## src/hdl/bss_pkg.sv

```systemverilog
package bss_pkg;

  localparam int DEPTH = 64;
  localparam int PTR_W = $clog2(DEPTH);
  localparam int CNT_W = $clog2(DEPTH + 1);
  localparam int KEY_W = 32;
  localparam int FUNC_W = 3;
  localparam int POS_W = 7;
  localparam int COUNT_W = 7;

  localparam logic [FUNC_W-1:0] FUNC_PUSH   = 3'd0;
  localparam logic [FUNC_W-1:0] FUNC_POP    = 3'd1;
  localparam logic [FUNC_W-1:0] FUNC_PEEK   = 3'd2;
  localparam logic [FUNC_W-1:0] FUNC_SEARCH = 3'd3;
  localparam logic [FUNC_W-1:0] FUNC_CLEAR  = 3'd4;

  localparam logic [POS_W-1:0] POS_NONE = '1;

  typedef struct packed {
    logic load;
    logic push;
    logic pop;
    logic peek;
    logic clear;
    logic scan_start;
    logic scan_next;
    logic found;
    logic take_key;
    logic emit;
  } bss_cmd_t;

  typedef struct packed {
    logic [FUNC_W-1:0] op;
    logic              empty;
    logic              full;
    logic              match;
    logic              idx_zero;
    logic              out_free;
  } bss_sts_t;

  function automatic logic [POS_W-1:0] to_pos(input logic [PTR_W-1:0] idx);
    logic [PTR_W+POS_W-1:0] wide;
    wide = {{POS_W{1'b0}}, idx};
    return wide[POS_W-1:0];
  endfunction

  function automatic logic [COUNT_W-1:0] to_count(input logic [CNT_W-1:0] cnt);
    logic [CNT_W+COUNT_W-1:0] wide;
    wide = {{COUNT_W{1'b0}}, cnt};
    return wide[COUNT_W-1:0];
  endfunction

endpackage

```

## src/hdl/bss_req_if.sv

```systemverilog
interface bss_req_if;
  import bss_pkg::*;

  logic                     valid;
  logic                     ready;
  logic [FUNC_W-1:0]        func;
  logic signed [KEY_W-1:0]  key_in;

  modport source (output valid, output func, output key_in, input ready);
  modport sink (input valid, input func, input key_in, output ready);
endinterface

```

## src/hdl/bss_rsp_if.sv

```systemverilog
interface bss_rsp_if;
  import bss_pkg::*;

  logic                     valid;
  logic                     ready;
  logic                     ok;
  logic signed [KEY_W-1:0]  key_out;
  logic signed [POS_W-1:0]  position;
  logic [COUNT_W-1:0]       count;

  modport source (output valid, output ok, output key_out, output position,
                  output count, input ready);
  modport sink (input valid, input ok, input key_out, input position,
                input count, output ready);
endinterface

```

## src/hdl/bss_ram.sv

```systemverilog
module bss_ram #(
  parameter int WIDTH = 32,
  parameter int DEPTH = 64
) (
  input  logic                     clk,
  input  logic                     we,
  input  logic [$clog2(DEPTH)-1:0] waddr,
  input  logic [WIDTH-1:0]         wdata,
  input  logic                     re,
  input  logic [$clog2(DEPTH)-1:0] raddr,
  output logic [WIDTH-1:0]         rdata
);

  logic [WIDTH-1:0] mem [DEPTH];

  always_ff @(posedge clk) begin
    if (we) begin
      mem[waddr] <= wdata;
    end
    if (re) begin
      rdata <= mem[raddr];
    end
  end

endmodule

```

## src/hdl/bss_ctrl.sv

```systemverilog
module bss_ctrl (
  input  logic              clk,
  input  logic              rst,
  input  logic              in_valid,
  output logic              in_ready,
  input  bss_pkg::bss_sts_t sts,
  output bss_pkg::bss_cmd_t cmd
);
  import bss_pkg::*;

  typedef enum logic [2:0] {
    S_IDLE,
    S_EXEC,
    S_READ,
    S_SCAN,
    S_EMIT
  } state_t;

  state_t state;
  state_t state_next;

  always_ff @(posedge clk) begin
    if (rst) begin
      state <= S_IDLE;
    end else begin
      state <= state_next;
    end
  end

  assign in_ready = (state == S_IDLE);

  always_comb begin
    cmd        = '0;
    state_next = state;
    unique case (state)
      S_IDLE: begin
        if (in_valid) begin
          cmd.load   = 1'b1;
          state_next = S_EXEC;
        end
      end
      S_EXEC: begin
        state_next = S_EMIT;
        unique case (sts.op)
          FUNC_PUSH: begin
            cmd.push = !sts.full;
          end
          FUNC_POP: begin
            if (!sts.empty) begin
              cmd.pop    = 1'b1;
              state_next = S_READ;
            end
          end
          FUNC_PEEK: begin
            if (!sts.empty) begin
              cmd.peek   = 1'b1;
              state_next = S_READ;
            end
          end
          FUNC_SEARCH: begin
            if (!sts.empty) begin
              cmd.scan_start = 1'b1;
              state_next     = S_SCAN;
            end
          end
          FUNC_CLEAR: begin
            cmd.clear = 1'b1;
          end
          default: begin
          end
        endcase
      end
      S_READ: begin
        cmd.take_key = 1'b1;
        state_next   = S_EMIT;
      end
      S_SCAN: begin
        // read data belongs to the current index
        if (sts.match) begin
          cmd.found  = 1'b1;
          state_next = S_EMIT;
        end else if (sts.idx_zero) begin
          state_next = S_EMIT;
        end else begin
          cmd.scan_next = 1'b1;
        end
      end
      S_EMIT: begin
        if (sts.out_free) begin
          cmd.emit   = 1'b1;
          state_next = S_IDLE;
        end
      end
      default: begin
        state_next = S_IDLE;
      end
    endcase
  end

endmodule

```

## src/hdl/bss_dp.sv

```systemverilog
module bss_dp (
  input  logic                            clk,
  input  logic                            rst,
  input  bss_pkg::bss_cmd_t               cmd,
  output bss_pkg::bss_sts_t               sts,
  input  logic [bss_pkg::FUNC_W-1:0]      func,
  input  logic signed [bss_pkg::KEY_W-1:0] key_in,
  output logic                            out_valid,
  input  logic                            out_ready,
  output logic                            ok,
  output logic signed [bss_pkg::KEY_W-1:0] key_out,
  output logic signed [bss_pkg::POS_W-1:0] position,
  output logic [bss_pkg::COUNT_W-1:0]     count
);
  import bss_pkg::*;

  logic [CNT_W-1:0]  entry_count;
  logic [FUNC_W-1:0] op;
  logic [KEY_W-1:0]  key;
  logic [PTR_W-1:0]  idx;
  logic              res_ok;
  logic [KEY_W-1:0]  res_key;
  logic [POS_W-1:0]  res_pos;

  logic [CNT_W-1:0]  cnt_dec;
  logic [PTR_W-1:0]  top_idx;
  logic [PTR_W-1:0]  idx_dec;
  logic              ram_re;
  logic [PTR_W-1:0]  ram_raddr;
  logic [KEY_W-1:0]  ram_rdata;

  assign cnt_dec   = entry_count - CNT_W'(1);
  assign top_idx   = cnt_dec[PTR_W-1:0];
  assign idx_dec   = idx - PTR_W'(1);
  assign ram_re    = cmd.pop | cmd.peek | cmd.scan_start | cmd.scan_next;
  assign ram_raddr = cmd.scan_next ? idx_dec : top_idx;

  bss_ram #(
    .WIDTH(KEY_W),
    .DEPTH(DEPTH)
  ) u_ram (
    .clk  (clk),
    .we   (cmd.push),
    .waddr(entry_count[PTR_W-1:0]),
    .wdata(key),
    .re   (ram_re),
    .raddr(ram_raddr),
    .rdata(ram_rdata)
  );

  always_ff @(posedge clk) begin
    if (rst) begin
      entry_count <= '0;
    end else if (cmd.clear) begin
      entry_count <= '0;
    end else if (cmd.push) begin
      entry_count <= entry_count + CNT_W'(1);
    end else if (cmd.pop) begin
      entry_count <= cnt_dec;
    end
  end

  always_ff @(posedge clk) begin
    if (cmd.load) begin
      op  <= func;
      key <= key_in;
    end
    if (cmd.scan_start) begin
      idx <= top_idx;
    end else if (cmd.scan_next) begin
      idx <= idx_dec;
    end
  end

  always_ff @(posedge clk) begin
    if (cmd.load) begin
      res_ok  <= 1'b0;
      res_key <= '0;
      res_pos <= POS_NONE;
    end else begin
      if (cmd.push || cmd.pop || cmd.peek || cmd.clear || cmd.found) begin
        res_ok <= 1'b1;
      end
      if (cmd.peek) begin
        res_pos <= to_pos(top_idx);
      end else if (cmd.found) begin
        res_pos <= to_pos(idx);
      end
      if (cmd.take_key) begin
        res_key <= ram_rdata;
      end
    end
  end

  // output register: a waiting result does not hold up the next transaction
  always_ff @(posedge clk) begin
    if (rst) begin
      out_valid <= 1'b0;
    end else if (cmd.emit) begin
      out_valid <= 1'b1;
    end else if (out_ready) begin
      out_valid <= 1'b0;
    end
  end

  always_ff @(posedge clk) begin
    if (cmd.emit) begin
      ok       <= res_ok;
      key_out  <= res_key;
      position <= res_pos;
      count    <= to_count(entry_count);
    end
  end

  assign sts.op       = op;
  assign sts.empty    = (entry_count == '0);
  assign sts.full     = (entry_count == CNT_W'(DEPTH));
  assign sts.match    = (ram_rdata == key);
  assign sts.idx_zero = (idx == '0);
  assign sts.out_free = !out_valid || out_ready;

endmodule

```

## src/hdl/bounded_stack_with_search_core.sv

```systemverilog
// channel | role   | payload                          | handshake
// req     | sink   | func, key_in                     | valid / ready
// rsp     | source | ok, key_out, position, count     | valid / ready
//
// Push, clear, no-ops and a failing pop, peek or empty search go from execute straight
// to emit; pop and peek pass through a key RAM read state first.
// Search steps through the key RAM one entry per cycle from the top, since the key RAM
// has a single read port.
// Reset empties the stack; the key RAM itself is not cleared.
// A result held in the output register does not block the next request; the following
// result waits until the register frees.
module bounded_stack_with_search_core (
  input logic      clk,
  input logic      rst,
  bss_req_if.sink  req,
  bss_rsp_if.source rsp
);
  import bss_pkg::*;

  bss_cmd_t cmd;
  bss_sts_t sts;
  logic     in_ready;

  assign req.ready = in_ready;

  bss_ctrl u_ctrl (
    .clk     (clk),
    .rst     (rst),
    .in_valid(req.valid),
    .in_ready(in_ready),
    .sts     (sts),
    .cmd     (cmd)
  );

  bss_dp u_dp (
    .clk      (clk),
    .rst      (rst),
    .cmd      (cmd),
    .sts      (sts),
    .func     (req.func),
    .key_in   (req.key_in),
    .out_valid(rsp.valid),
    .out_ready(rsp.ready),
    .ok       (rsp.ok),
    .key_out  (rsp.key_out),
    .position (rsp.position),
    .count    (rsp.count)
  );

  a_push_not_full: assert property (@(posedge clk) disable iff (rst)
    cmd.push |-> !sts.full)
    else $error("push issued on a full stack");

  a_read_not_empty: assert property (@(posedge clk) disable iff (rst)
    (cmd.pop || cmd.peek || cmd.scan_start) |-> !sts.empty)
    else $error("stack read issued on an empty stack");

  a_scan_bound: assert property (@(posedge clk) disable iff (rst)
    cmd.scan_next |-> !sts.idx_zero)
    else $error("scan stepped below the bottom entry");

  a_emit_free: assert property (@(posedge clk) disable iff (rst)
    cmd.emit |-> sts.out_free)
    else $error("result overwrote a pending transaction");

  a_one_at_a_time: assert property (@(posedge clk) disable iff (rst)
    (req.valid && req.ready) |=> !req.ready)
    else $error("request taken while another is in progress");

endmodule

```

## src/flat_wrapper.sv

```systemverilog
// flat-port wrapper written by rule: the top's interface ports become plain ports
module bounded_stack_with_search_core_flat import bss_pkg::*;
  (clk, rst, req_valid, req_func, req_key_in, req_ready, rsp_valid, rsp_ok, rsp_key_out, rsp_position, rsp_count, rsp_ready);
  bss_req_if req_i ();
  bss_rsp_if rsp_i ();
  input logic clk;
  input logic rst;
  input wire logic [$bits(req_i.valid)-1:0] req_valid;
  input wire logic [$bits(req_i.func)-1:0] req_func;
  input wire logic [$bits(req_i.key_in)-1:0] req_key_in;
  output wire logic [$bits(req_i.ready)-1:0] req_ready;
  output wire logic [$bits(rsp_i.valid)-1:0] rsp_valid;
  output wire logic [$bits(rsp_i.ok)-1:0] rsp_ok;
  output wire logic [$bits(rsp_i.key_out)-1:0] rsp_key_out;
  output wire logic [$bits(rsp_i.position)-1:0] rsp_position;
  output wire logic [$bits(rsp_i.count)-1:0] rsp_count;
  input wire logic [$bits(rsp_i.ready)-1:0] rsp_ready;
  assign req_i.valid = req_valid;
  assign req_i.func = req_func;
  assign req_i.key_in = req_key_in;
  assign req_ready = req_i.ready;
  assign rsp_valid = rsp_i.valid;
  assign rsp_ok = rsp_i.ok;
  assign rsp_key_out = rsp_i.key_out;
  assign rsp_position = rsp_i.position;
  assign rsp_count = rsp_i.count;
  assign rsp_i.ready = rsp_ready;
  bounded_stack_with_search_core u_core (.clk(clk), .rst(rst), .req(req_i), .rsp(rsp_i));
endmodule
```

## config.mk

```make
export PLATFORM = sky130hd
export DESIGN_NAME = bounded_stack_with_search_core_flat
export DESIGN_NICKNAME = d
export VERILOG_FILES = /design/src/hdl/bss_pkg.sv /design/src/hdl/bss_req_if.sv /design/src/hdl/bss_rsp_if.sv /design/src/hdl/bss_ram.sv /design/src/hdl/bss_ctrl.sv /design/src/hdl/bss_dp.sv /design/src/hdl/bounded_stack_with_search_core.sv /design/src/flat_wrapper.sv
export SDC_FILE = /design/constraint.sdc
export NUM_CORES = 2
export LEC_CHECK = 0
export BUFFER_PORTS_ARGS = -buffer_cell sky130_fd_sc_hd__buf_2
export CAP_MARGIN = 40
export CORE_UTILIZATION = 40
export CTS_CLUSTER_DIAMETER = 30
export CTS_CLUSTER_SIZE = 25
export DETAILED_ROUTE_END_ITERATION = 10
export PLACE_DENSITY = 0.55
export REMOVE_ABC_BUFFERS = 1
export SETUP_SLACK_MARGIN = 0.3
export SYNTH_ARGS = -nofsm -noshare
export SYNTH_HDL_FRONTEND = slang
export SYNTH_HIERARCHICAL = 1
export SYNTH_SLANG_ARGS = --single-unit
```

## constraint.sdc

```tcl
create_clock -name clk -period 6.9 [get_ports clk]
set_input_delay 1.38 -clock clk [delete_from_list [all_inputs] [get_ports clk]]
set_output_delay 1.38 -clock clk [all_outputs]
set_load 0.02 [all_outputs]
```

==> results.md <==
* Outcome: finished clean
* Core area at 209,600 sq um
* Die X at 461.3 um
* Post-CTS Repair Setup Buffers at 0
* CTS tree: done
* Pwr Density at 399.5 nW/um^2
* Commonest non-fill, non-tap cell in the layout: edfxtp_1
* HPWL Detailed at 137.4 mm
* Syn avg cell area at 22.57 sq um
* Most frequent cells in the layout: edfxtp_1, mux4_2, clkbuf_16
* HP Class: reg -> reg
* Power, Total at 42.15 mW
* Worst rel slew slack at 33.62%
* R2R Path End: u_core/u_dp/u_ram/rdata[25]$_DFFE_PP_
* Total detailed-routing wirelength at 238.7 mm
* Util after Layout at 50.35%
* Clock transition at path regs at 0.05 ns
* Synth top area cells: edfxtp_1, mux4_2, mux2i_1
* Synth Flop Type: edfxtp_1
* ANT nets after route at 0
* # setup viols final at 0
* Largest net degree at the start of global routing at 65
* Drt pass-1 iters at 5
* Post-synthesis register bit count at 2,219
* Port-buffer cells at 87
* Sequential area share after synthesis at 78.38%
* Worst setup margin at 0.6718 ns
* Routability cong. at 0.8005
* Async SR Flop Fraction at 0%
* Worst Hold Launch: u_core/u_dp/res_key[14]$_SDFFE_PP0P_
* Worst EP arrival at 6.90 ns
* # diodes at 0
* Critical path class: reg -> reg
* Iter 0 DRT Violations at 5,070
* First-pass GRT wire length at 335.5 mm
* Htree depth at 5
* CTS Buf Count at 456
* CP Max Fanout at 35
* Initial antenna violation count at 11
* Later-pin clock latency in the skew report at 0.97 ns
* Via count at 42,452
* Largest area contributor in the netlist: edfxtp_1
* CTS Hold Bufs at 0
* Slew @ Worst Pin at 0.9874 ns
* Io pins at 88
* Post-Syn Instances at 3,738
* Endpoints failing hold at 0
* Rows at 168
* Flop-to-flop setup slack at 0.67 ns
* Max-slew violation count at 0
* CP Capture Type: register
* Synthesized cell area at 84,360 sq um
* Worst IR drop on VDD at 283.1 uV
* Final worst path period share at 90.26%
* Setup TNS at 0 ns
* RSZ-0062 raised after global routing: false
* R2R cell count at 12
* Post-CTS Resized at 0
* Post-synth EDFFs at 2,168
* Crit path time final at 6.228 ns
* WL per Instance at 31.84 um
* Post-Place Setup Slack at 0.6736 ns
* Gr usage total at 22.59%
* Startpoint Class: register
* Post-detailed-route via-to-cell ratio at 5.661
* Warning count from the yosys run at 6
* # nets final at 4,363
* Layout cells sized above 1 at 35.62%
* Initial Util at 40.26%
* Hold depth at 0
* CTS sink cnt at 2,219
* Die Area at 212,800 sq um
* Clock Tree Buf Depth at 4
* Worst Skew at 0.06657 ns
* Area growth syn-to-layout at 25.08%
* Vias in the first global route at 44,072
* Clock Tree Root: clkbuf_16
* Crit path required time at 7.57 ns
* Post-synth top area share at 77.17%
* Reg-to-reg startpoint: u_core/u_dp/key[5]$_DFFE_PP_
* Cell variety after synth at 60
* Static Leak at 35.34 nW
* Number of remaining DRC errors at 0
* Total congestion overflow at 0
* Highest clock rate at 160.6 MHz
* Die height at 461.3 um
* Worst Hold End: u_core/u_dp/key_out[14]$_DFFE_PP_
* Maxcap violations at 0
final cells by class:
cell class                 instances  area, sq um
fill                           16596       104000
sequential                      2219        66120
multi-input combinational       1308        17800
clock buffer                     515        11750
tap                             2805         3510
clock inverter                   318         3476
timing repair buffer             324         2834
inverter                          10        37.54
per-stage QoR:
step                area, sq um  instances  hold WS, ns
floorplan                 83380       3537       0.4005
global placement          89720       6634       0.4132
detailed placement        90280       6664       0.4144
CTS                      105500       7497       0.4297
global route             105500       7499       0.4362
finish                   105500       7499       0.4274
how the worst max path moves through the flow:
stage                                                from  depth (start not counted)                                    end
floorplan                   u_core/u_dp/key[20]$_DFFE_PP_                         11  u_core/u_dp/u_ram/rdata[29]$_DFFE_PP_
global placement    u_core/u_dp/u_ram/rdata[14]$_DFFE_PP_                         12   u_core/u_dp/u_ram/rdata[2]$_DFFE_PP_
detailed placement           u_core/u_dp/key[5]$_DFFE_PP_                         12  u_core/u_dp/u_ram/rdata[25]$_DFFE_PP_
CTS                          u_core/u_dp/key[5]$_DFFE_PP_                         12  u_core/u_dp/u_ram/rdata[25]$_DFFE_PP_
global route                 u_core/u_dp/key[5]$_DFFE_PP_                         12  u_core/u_dp/u_ram/rdata[25]$_DFFE_PP_
finish                       u_core/u_dp/key[5]$_DFFE_PP_                         12  u_core/u_dp/u_ram/rdata[25]$_DFFE_PP_
synthesized netlist by cell type (2+ instances only):
master    number
nor3b_1        2
mux2i_1      137
or3_1          6
edfxtp_1    2168
o21ai_0        4
nor2b_1       17
a21oi_1       70
xnor2_1       10
nand3b_1       8
clkbuf_1      85
xor2_1        34
ha_1           5
dfxtp_1       51
mux2_2         3
or2_2          3
nand4_1        8
buf_1         22
mux4_2       544
a31oi_1        4
a22oi_1       12
inv_1         10
buf_2         61
or3b_2         3
a41o_1         4
and3_1         7
nand3_1        6
or2_1          2
buf_6          8
nand2b_1      11
or3b_1         2
nand2_1       43
o22ai_1       84
nor4_1         8
and2_1         3
buf_4         25
o32ai_1        4
a311oi_1       8
o221ai_1      27
nor2_1       193
nor3_1        16
logic make-up after synthesis:
kind of cell	after synthesis	share of synthesized area [%]
AND/OR/NAND/NOR	345	1.895
flip-flops	2219	78.38
buffers and inverters	211	1.212
adder cells (fa/ha/maj)	5	0.07415
XOR/XNOR	44	0.4568
AO/OA/AOI/OAI	230	1.796
multiplexers	684	16.19
power breakdown:
part / internal, mW / switching [mW]
clock network: 14.5 / 7.04
logic: 1.58 / 2.89
registers: 15.9 / 0.246
total: 32.0 / 10.2
registers in the layout, indices dropped and copies added (netlist names):
name                     flops
u_core/u_ctrl/state          3
u_core/u_dp/count            7
u_core/u_dp/entry_count      7
u_core/u_dp/idx              6
u_core/u_dp/key             32
u_core/u_dp/key_out         32
u_core/u_dp/ok               1
u_core/u_dp/op               3
u_core/u_dp/out_valid        1
u_core/u_dp/position         7
u_core/u_dp/res_key         32
u_core/u_dp/res_ok           1
u_core/u_dp/res_pos          7
u_core/u_dp/u_ram/mem     2048
u_core/u_dp/u_ram/rdata     32
metal layers:
layer / vias up / GRT usage [%] / wire length [um]
li1: 17154 / - / -
met1: 23092 / 30.86 / 96830
met2: 1871 / 36.83 / 117900
met3: 335 / 4.148 / 17980
met4: 0 / 6.897 / 6030
met5: - / 0 / 0
critical path, stage by stage, from the launching register on:
cell and delay (ns):
edfxtp_1 0.55, xor2_1 0.77, nor4_1 0.14, nand4_1 0.15
nor2_1 0.10, nor3_2 0.77, mux2i_4 0.63, buf_12 0.34
buf_4 0.55, mux4_2 0.59, mux4_2 0.54, o22ai_1 0.56
nor2_1 0.10
Note: power is estimated with default switching activity, not from simulation.
